--- src/rtl/w2vft_pkg.sv ---
// Shared types, constants and lookup functions for the world-to-vehicle
// frame transform. No dependencies.
package w2vft_pkg;

	localparam int COORD_WIDTH   = 32;
	localparam int DIFF_WIDTH    = COORD_WIDTH + 1;
	localparam int GUARD_BITS    = 8;
	// guard bits, one for the half-turn negation, two for CORDIC growth
	localparam int ROT_WIDTH     = COORD_WIDTH + GUARD_BITS + 3;
	localparam int ANG_WIDTH     = 33;
	localparam int HEADING_WIDTH = 16;
	localparam int ANGLE_EXT     = HEADING_WIDTH + 1;
	localparam int QUARTER_TURN  = 2 ** (HEADING_WIDTH - 2);
	localparam int HALF_TURN     = 2 ** (HEADING_WIDTH - 1);
	localparam int GAIN_WIDTH    = 30;
	localparam int GAIN_FRAC     = 30 + GUARD_BITS;
	localparam int MAX_STEPS     = 30;
	localparam int DATA_WIDTH    = 32;
	localparam int ADDR_WIDTH    = 4;

	localparam logic signed [COORD_WIDTH-1:0] COORD_MAX = {1'b0, {(COORD_WIDTH-1){1'b1}}};
	localparam logic signed [COORD_WIDTH-1:0] COORD_MIN = {1'b1, {(COORD_WIDTH-1){1'b0}}};

	typedef enum logic [1:0] {
		REG_POSE_X  = 2'd0,
		REG_POSE_Y  = 2'd1,
		REG_HEADING = 2'd2
	} reg_idx_t;

	typedef struct packed {
		logic signed [COORD_WIDTH-1:0] world_x;
		logic signed [COORD_WIDTH-1:0] world_y;
	} wp_t;

	typedef struct packed {
		logic signed [COORD_WIDTH-1:0] car_x;
		logic signed [COORD_WIDTH-1:0] car_y;
		logic                          clipped;
	} res_t;

	// vector and residual angle inside the rotation pipeline
	typedef struct packed {
		logic signed [ROT_WIDTH-1:0] x;
		logic signed [ROT_WIDTH-1:0] y;
		logic signed [ANG_WIDTH-1:0] z;
		logic                        clip;
	} rot_t;

	// atan(2^-i) in units of 2^32 per turn
	function automatic logic [ANG_WIDTH-1:0] atan_of(input int unsigned idx);
		logic [ANG_WIDTH-1:0] a;
		case (idx)
			0:  a = 33'd536870912;
			1:  a = 33'd316933406;
			2:  a = 33'd167458907;
			3:  a = 33'd85004756;
			4:  a = 33'd42667331;
			5:  a = 33'd21354465;
			6:  a = 33'd10680862;
			7:  a = 33'd5345367;
			8:  a = 33'd2670163;
			9:  a = 33'd1335087;
			10: a = 33'd667544;
			11: a = 33'd333772;
			12: a = 33'd166886;
			13: a = 33'd83443;
			14: a = 33'd41722;
			15: a = 33'd20861;
			16: a = 33'd10430;
			17: a = 33'd5215;
			18: a = 33'd2608;
			19: a = 33'd1304;
			20: a = 33'd652;
			21: a = 33'd326;
			22: a = 33'd163;
			23: a = 33'd81;
			24: a = 33'd41;
			25: a = 33'd20;
			26: a = 33'd10;
			27: a = 33'd5;
			28: a = 33'd3;
			29: a = 33'd1;
			default: a = '0;
		endcase
		return a;
	endfunction

	// round(2^30 / K_n); step counts below 8 use n = 8, above 14 the value is flat
	function automatic logic [GAIN_WIDTH-1:0] gain_of(input int steps);
		logic [GAIN_WIDTH-1:0] g;
		case (steps)
			9:  g = 30'd652034532;
			10: g = 30'd652033289;
			11: g = 30'd652032978;
			12: g = 30'd652032900;
			13: g = 30'd652032881;
			14: g = 30'd652032876;
			default: g = (steps <= 8) ? 30'd652039507 : 30'd652032874;
		endcase
		return g;
	endfunction

endpackage

--- src/rtl/w2vft_gain.sv ---
// Gain correction: scales both rotated components by 1/K, rounds half away
// from zero and saturates to the coordinate range. Depends on w2vft_pkg.
module w2vft_gain #(
	parameter int CORDIC_STEPS = 16
) (
	input  logic            clk,
	input  logic            arst_n,
	input  logic            in_valid,
	output logic            in_ready,
	input  w2vft_pkg::rot_t in_rot,
	output logic            out_valid,
	input  logic            out_ready,
	output w2vft_pkg::res_t out_res
);
	import w2vft_pkg::*;

	localparam int LO_W      = ROT_WIDTH / 2;
	localparam int HI_W      = ROT_WIDTH - LO_W;
	localparam int LO_PROD_W = LO_W + GAIN_WIDTH;
	localparam int HI_PROD_W = HI_W + GAIN_WIDTH;
	localparam int SUM_W     = ROT_WIDTH + GAIN_WIDTH + 1;
	localparam int Q_W       = SUM_W - GAIN_FRAC;

	localparam logic [GAIN_WIDTH-1:0] GAIN    = gain_of(CORDIC_STEPS);
	localparam logic [SUM_W-1:0]      ROUND   = SUM_W'(1) << (GAIN_FRAC - 1);
	localparam logic [Q_W-1:0]        POS_LIM = Q_W'(COORD_MAX);
	localparam logic [Q_W-1:0]        NEG_LIM = POS_LIM + Q_W'(1);

	// stage 1: sign and magnitude
	logic                 vld_s1, neg_x_s1, neg_y_s1, clip_s1;
	logic [ROT_WIDTH-1:0] mag_x_s1, mag_y_s1;
	// stage 2: partial products
	logic                 vld_s2, neg_x_s2, neg_y_s2, clip_s2;
	logic [LO_PROD_W-1:0] plo_x_s2, plo_y_s2;
	logic [HI_PROD_W-1:0] phi_x_s2, phi_y_s2;
	// stage 3: rounded quotient
	logic                 vld_s3, neg_x_s3, neg_y_s3, clip_s3;
	logic [Q_W-1:0]       q_x_s3, q_y_s3;
	// stage 4: saturated result
	logic                 vld_s4;
	res_t                 res_s4;

	logic                 en_s1, en_s2, en_s3, en_s4;
	logic [SUM_W-1:0]     sum_x, sum_y;
	logic                 ovf_x, ovf_y;
	logic [COORD_WIDTH-1:0] car_x, car_y;

	assign en_s4 = !vld_s4 || out_ready;
	assign en_s3 = !vld_s3 || en_s4;
	assign en_s2 = !vld_s2 || en_s3;
	assign en_s1 = !vld_s1 || en_s2;

	always_comb begin
		sum_x = SUM_W'({phi_x_s2, {LO_W{1'b0}}}) + SUM_W'(plo_x_s2) + ROUND;
		sum_y = SUM_W'({phi_y_s2, {LO_W{1'b0}}}) + SUM_W'(plo_y_s2) + ROUND;
	end

	always_comb begin
		ovf_x = neg_x_s3 ? (q_x_s3 > NEG_LIM) : (q_x_s3 > POS_LIM);
		ovf_y = neg_y_s3 ? (q_y_s3 > NEG_LIM) : (q_y_s3 > POS_LIM);
		if (ovf_x) begin
			car_x = neg_x_s3 ? COORD_MIN : COORD_MAX;
		end else begin
			car_x = neg_x_s3 ? -q_x_s3[COORD_WIDTH-1:0] : q_x_s3[COORD_WIDTH-1:0];
		end
		if (ovf_y) begin
			car_y = neg_y_s3 ? COORD_MIN : COORD_MAX;
		end else begin
			car_y = neg_y_s3 ? -q_y_s3[COORD_WIDTH-1:0] : q_y_s3[COORD_WIDTH-1:0];
		end
	end

	always_ff @(posedge clk or negedge arst_n) begin
		if (!arst_n) begin
			vld_s1 <= 1'b0;
			vld_s2 <= 1'b0;
			vld_s3 <= 1'b0;
			vld_s4 <= 1'b0;
		end else begin
			if (en_s1) vld_s1 <= in_valid;
			if (en_s2) vld_s2 <= vld_s1;
			if (en_s3) vld_s3 <= vld_s2;
			if (en_s4) vld_s4 <= vld_s3;
		end
	end

	always_ff @(posedge clk) begin
		if (en_s1 && in_valid) begin
			neg_x_s1 <= in_rot.x[ROT_WIDTH-1];
			neg_y_s1 <= in_rot.y[ROT_WIDTH-1];
			mag_x_s1 <= in_rot.x[ROT_WIDTH-1] ? -in_rot.x : in_rot.x;
			mag_y_s1 <= in_rot.y[ROT_WIDTH-1] ? -in_rot.y : in_rot.y;
			clip_s1  <= in_rot.clip;
		end
		if (en_s2 && vld_s1) begin
			neg_x_s2 <= neg_x_s1;
			neg_y_s2 <= neg_y_s1;
			clip_s2  <= clip_s1;
			plo_x_s2 <= LO_PROD_W'(mag_x_s1[LO_W-1:0]) * LO_PROD_W'(GAIN);
			plo_y_s2 <= LO_PROD_W'(mag_y_s1[LO_W-1:0]) * LO_PROD_W'(GAIN);
			phi_x_s2 <= HI_PROD_W'(mag_x_s1[ROT_WIDTH-1:LO_W]) * HI_PROD_W'(GAIN);
			phi_y_s2 <= HI_PROD_W'(mag_y_s1[ROT_WIDTH-1:LO_W]) * HI_PROD_W'(GAIN);
		end
		if (en_s3 && vld_s2) begin
			neg_x_s3 <= neg_x_s2;
			neg_y_s3 <= neg_y_s2;
			clip_s3  <= clip_s2;
			q_x_s3   <= sum_x[SUM_W-1:GAIN_FRAC];
			q_y_s3   <= sum_y[SUM_W-1:GAIN_FRAC];
		end
		if (en_s4 && vld_s3) begin
			res_s4.car_x   <= car_x;
			res_s4.car_y   <= car_y;
			res_s4.clipped <= clip_s3 || ovf_x || ovf_y;
		end
	end

	assign in_ready  = en_s1;
	assign out_valid = vld_s4;
	assign out_res   = res_s4;

	// an out-of-range quotient must come out flagged
	a_sat_flag: assert property (@(posedge clk) disable iff (!arst_n)
		(en_s4 && vld_s3 && (ovf_x || ovf_y)) |=> (vld_s4 && res_s4.clipped))
		else $error("saturated result without clipped flag");

endmodule

--- config.mk ---
export PLATFORM = sky130hd
export DESIGN_NAME = w2vft_gain
export DESIGN_NICKNAME = d
export VERILOG_FILES = /design/src/rtl/w2vft_pkg.sv /design/src/rtl/w2vft_gain.sv
export SDC_FILE = /design/constraint.sdc
export NUM_CORES = 2
export LEC_CHECK = 0
export BUFFER_PORTS_ARGS = -buffer_cell sky130_fd_sc_hd__buf_4
export CAP_MARGIN = 30
export CORE_MARGIN = 3
export CORE_UTILIZATION = 40
export CTS_BUF_LIST = sky130_fd_sc_hd__clkbuf_16
export CTS_CLUSTER_SIZE = 28
export DETAILED_ROUTE_END_ITERATION = 10
export GPL_TIMING_DRIVEN = 0
export RECOVER_POWER = 50
export SYNTH_ARGS = -nofsm -noshare
export SYNTH_HDL_FRONTEND = slang
export SYNTH_SLANG_ARGS = --single-unit
--- constraint.sdc ---
create_clock -name clk -period 9.15 [get_ports clk]
set_clock_uncertainty 0.05 [all_clocks]
set_input_delay 0 -clock clk [delete_from_list [all_inputs] [get_ports clk]]
set_output_delay 0 -clock clk [all_outputs]
set_load 0.01 [all_outputs]
* Yosys cells after proc, flatten, opt, wreduce, memory -nomap -nowiden
Index checks and enable logic that the tools add are counted.
Operators by class: reduce and logical (&&, ||, !) cells 14, $add $sub $neg 8, magnitude comparators 4, multiplexer cells 10, $mul 4
Operators by type and width (number):
- 32-bit 2-to-1 mux | 6
- 73-bit by 51-bit adder with 74-bit output | 2
- 74-bit by 38-bit adder with 74-bit output (second input constant) | 2
- 22-bit by 29-bit multiplier with 51-bit output (second input constant) | 2
- 21-bit by 29-bit multiplier with 50-bit output (second input constant) | 2
- 43-bit negation | 2
- 42-bit 2-to-1 mux | 2
- 36-bit by 31-bit > comparator with 1-bit output (second input constant) | 2
- 36-bit by 32-bit > comparator with 1-bit output (second input constant) | 2
- 32-bit negation | 2
- 1-bit logical OR | 6
- 1-bit logical AND | 4
- 1-bit logical NOT | 4
- 1-bit 2-to-1 mux | 2
Storage, ports and cells: word-level logic and storage cells 66, input port bits 124, output and inout bits 67, register bits 438

* Depth between registers and ports, before layout
depth after elaboration 6, depth in mapped cells 25, gate-level depth less buffers 24

* Worst setup path after synthesis
Ideal clock, no wire load.
path kind register to register, start point register mag_y_s1[9], end point register plo_y_s2[47] (data pin), setup time 265 ps, cell stages (with the launch flop) 23, required time 8835 ps, arrival 6646 ps, slack 2189 ps, buffers on the path 0, clock period less this slack 6961 ps, cell sequence edfxtp_1 ha_1 fa_1 inv_1 fa_1 inv_1 fa_1 fa_1 fa_1 inv_1 fa_1 inv_1 ha_1 a211oi_1 o21ai_0 a2111oi_0 a31o_2 a211oi_1 a311o_1 nand4b_1 a211oi_1 or3b_2 xor2_1
On the way: cells in the longest elaborated chain, start to end 1
RTL lines:
- start, declared | line w2vft_gain.sv:31 | logic [ROT_WIDTH-1:0] mag_x_s1, mag_y_s1;
- start signal, assigned | line w2vft_gain.sv:92 | mag_y_s1 <= in_rot.y[ROT_WIDTH-1] ? -in_rot.y : in_rot.y;
- 21-bit by 29-bit multiplier with 50-bit output | line w2vft_gain.sv:100 | plo_y_s2 <= LO_PROD_W'(mag_y_s1[LO_W-1:0]) * LO_PROD_W'(GAIN);
- end signal, assigned | line w2vft_gain.sv:100
- end, declared | line w2vft_gain.sv:34 | logic [LO_PROD_W-1:0] plo_x_s2, plo_y_s2;
No other way between the ends. A chain may end at the register's enable or synchronous reset.

* Final worst setup path
start point register mag_x_s1[9], end point register plo_x_s2[45] (data pin)
On the way: cells in the longest elaborated chain, start to end 1
RTL lines:
- start, declared | line w2vft_gain.sv:31
- start signal, assigned | line w2vft_gain.sv:91 | mag_x_s1 <= in_rot.x[ROT_WIDTH-1] ? -in_rot.x : in_rot.x;
- 21-bit by 29-bit multiplier with 50-bit output | line w2vft_gain.sv:99 | plo_x_s2 <= LO_PROD_W'(mag_x_s1[LO_W-1:0]) * LO_PROD_W'(GAIN);
- end signal, assigned | line w2vft_gain.sv:99
- end, declared | line w2vft_gain.sv:34
No other way between the ends.

==> results.yml <==
run_status:
  outcome: "finished with violations"
  violations: "capacitance limit, slew limit"
cells_and_area:
  fin_util_pct: 44.8
  area_growth_syn_to_layout_pct: 10.7
  layout-drive-gt1-share_pct: 3.47
  final_cell_mix: "inv_1 (1490), fa_1 (1038), ha_1 (948), edfxtp_1 (392), xnor2_1 (225)"
  final_common_cell: "inv_1"
  nNetsFinal: 8206
logic_synthesis:
  ys_seq_area_share_pct: 19.2
  synth_edf_count: 392
  syn-mean-instance-area_sq_um: 10.8
  synth_warnings: 0
  ys_types: 78
  synth-seq-cells: 396
  synth_area_sq_um: 61800
  ys_async_sr_fraction_pct: 1.01
  synth_fp_nets: 7833
  synth_ff_type: "edfxtp_1"
  syn_inst: 5723
sta:
  max_slew_margin_pct: -156
  finalSetupViolCount: 0
  hold_viol_final: 0
  fmax_mhz: 121
  drv_slew: 299
  fin_setup_tns_ps: 0
  layout_min_cycle_time_ps: 8240
  worst_pin_slew_ps: 3830
  rsz0062_at_grt: "false"
  min_period_over_period_pct: 90.0
floorplanning:
  ios: 191
  dieWidth_um: 399
  fp.dieH_um: 399
  coreArea_sq_um: 153000
  start_util_pct: 40.5
  rows: 143
  die_area_sq_um: 159000
detailed_routing:
  via_count: 41059
  via_per_inst: 5.03
  firstDrtPassIters: 5
  wirelength_mm: 155
  wire_per_inst_um: 19.0
  ant_nets: 0
  drcViolationCount: 0
  drt-initial-drc-count: 2267
clock_tree:
  cts_tree: "yes"
  ctsResizeCount: 0
  worstSkewPairLatency_ps: 640
  htree_levels: 2
  numCtsBuffers: 49
  clkTransAtPathRegs_ps: 60
  postCtsSetupBuffers: 0
  clock_sinks: 396
  cts_buffer_depth: 3
  clockRootBuffer: "clkbuf_16"
place:
  dp_hpwl_mm: 134
  gp_congestion: 0.958
  buffer_ports.inserted: 157
worst_hold_path:
  hp-class: "input pin to register"
setup_path:
  crit_path_end_kind: "register"
  cp-start-kind: "register"
  cp_common_cell: "fa_1"
  crit_family: "adder cells"
  crit_arrival_ps: 8570
  crit_slowest_cell: "fa_1"
  crit_required_ps: 9480
  cp_max_fo: 6
  cpPeakStageDelay_ps: 670
  path_class: "register to register"
  path_buf_inv: 4
  crit_chain: "ha_1 -> inv_1 -> fa_1 -> fa_1 -> fa_1 -> inv_1 -> fa_1 -> inv_1 -> fa_1 -> inv_1 -> ha_1 -> ha_1 -> nand4_1 -> a2111o_1 -> a211o_1 -> a211oi_1 -> o211ai_1 -> a211oi_1 -> nor2_1 -> o21ai_0 -> a21boi_0 -> xnor2_1"
flow_run:
  maxCapViolCount: 7
grt:
  grt_max_degree: 74
  grt_use_total_pct: 20.2
  gr-total-overflow: 0
  antenna_found_initial: 5
  grt_pass1_wl_mm: 248
  first_global_vias: 44389
==> final timing paths <==
check                               end  cells past startpoint        start  slack [ps]
hold / removal             mag_y_s1[41]                      3   in_rot[75]         160
max in group asynchronous     out_valid                      3       arst_n        8630
min in group asynchronous        vld_s1                      3       arst_n         240
setup / recovery           plo_x_s2[45]                     22  mag_x_s1[9]         910
setup reg to reg           plo_x_s2[45]                     22  mag_x_s1[9]         910
hold reg to reg                 clip_s3                      0      clip_s2         370
==> through the flow <==
step / hold WS (ps) / instance area [sq um] / setup WS, ps / instances
floorplan: -346 / 61800 / 2190 / 5723
detailed placement: -248 / 65700 / 949 / 7917
global route: 147 / 68400 / 529 / 8165
finish: 160 / 68400 / 911 / 8166
global placement: -251 / 65500 / 994 / 7910
CTS: 3.09 / 68800 / 915 / 8163
==> Yosys cell counts (26+ instances only) <==
| master | count | area (sq um) |
|---|---|---|
| inv_1 | 1481 | 5560 |
| fa_1 | 1038 | 20800 |
| ha_1 | 948 | 11900 |
| edfxtp_1 | 392 | 11800 |
| xnor2_1 | 225 | 1970 |
| a21oi_1 | 199 | 996 |
| nor2_1 | 180 | 676 |
| nand2_1 | 147 | 552 |
| a21o_1 | 131 | 983 |
| o21ai_0 | 110 | 551 |
| xor2_1 | 87 | 762 |
| nor3_1 | 83 | 415 |
| clkbuf_1 | 70 | 263 |
| nand3_1 | 54 | 270 |
| nand4_1 | 49 | 307 |
| a211oi_1 | 41 | 308 |
| nand2b_1 | 36 | 225 |
| nor2b_1 | 31 | 194 |
| o31ai_1 | 30 | 225 |
| and3_1 | 29 | 181 |
| o21bai_1 | 27 | 203 |
| or3_1 | 26 | 163 |
==> registers in the layout (all words and copies together) (netlist names), 36 cells and up <==
register,flops
mag_y_s1,43
phi_x_s2,51
q_y_s3,36
mag_x_s1,43
q_x_s3,36
out_res,65
phi_y_s2,51
==> worst register-to-register path, stage by stage, from the launching register on <==
cell and delay [ps]:
edfxtp_1 580, ha_1 580, inv_1 150, fa_1 670, fa_1 490, fa_1 500
inv_1 60, fa_1 530, inv_1 90, fa_1 540, inv_1 40, ha_1 280
ha_1 300, nand4_1 150, a2111o_1 380, a211o_1 300, a211oi_1 520, o211ai_1 280
a211oi_1 430, nor2_1 150, o21ai_0 320, a21boi_0 180, xnor2_1 410
==> cell type report <==
| cell class | instances | area, sq um |
|---|---|---|
| antenna | 2 | 5.00 |
| buffer | 74 | 287 |
| clock buffer | 50 | 1250 |
| clock inverter | 39 | 330 |
| fill | 14405 | 84200 |
| inverter | 1481 | 5560 |
| multi-input combinational | 3772 | 44000 |
| sequential | 396 | 11900 |
| tap | 2030 | 2540 |
| timing repair buffer | 322 | 2530 |
==> logic make-up after synthesis <==
family          after synthesis  synth area share, %
xor+xnor                    312                 4.42
fa+ha+maj                  1986                 52.8
mux                           9                0.146
flops                       396                 19.2
buf+inv                    1555                 9.46
compound gates              715                 7.65
simple gates                750                 6.25
==> routing by layer <==
metal / vias to the layer above / part of all wire [%] / GRT usage (%)
li1: 19252 / - / -
met5: - / 0 / 0
met3: 218 / 5.9 / 3.49
met2: 1018 / 45 / 32.0
met4: 0 / 3.6 / 6.71
met1: 20571 / 45 / 28.2
==> timing repair <==
action,CTS,global route
hold buffers,157,0
setup endpoints to repair,0,0
endpoints found under the hold margin,105,0
Power is left out: the tool's default activity adds up to more than one toggle a clock period on the data nets, which glitch-free logic cannot reach.
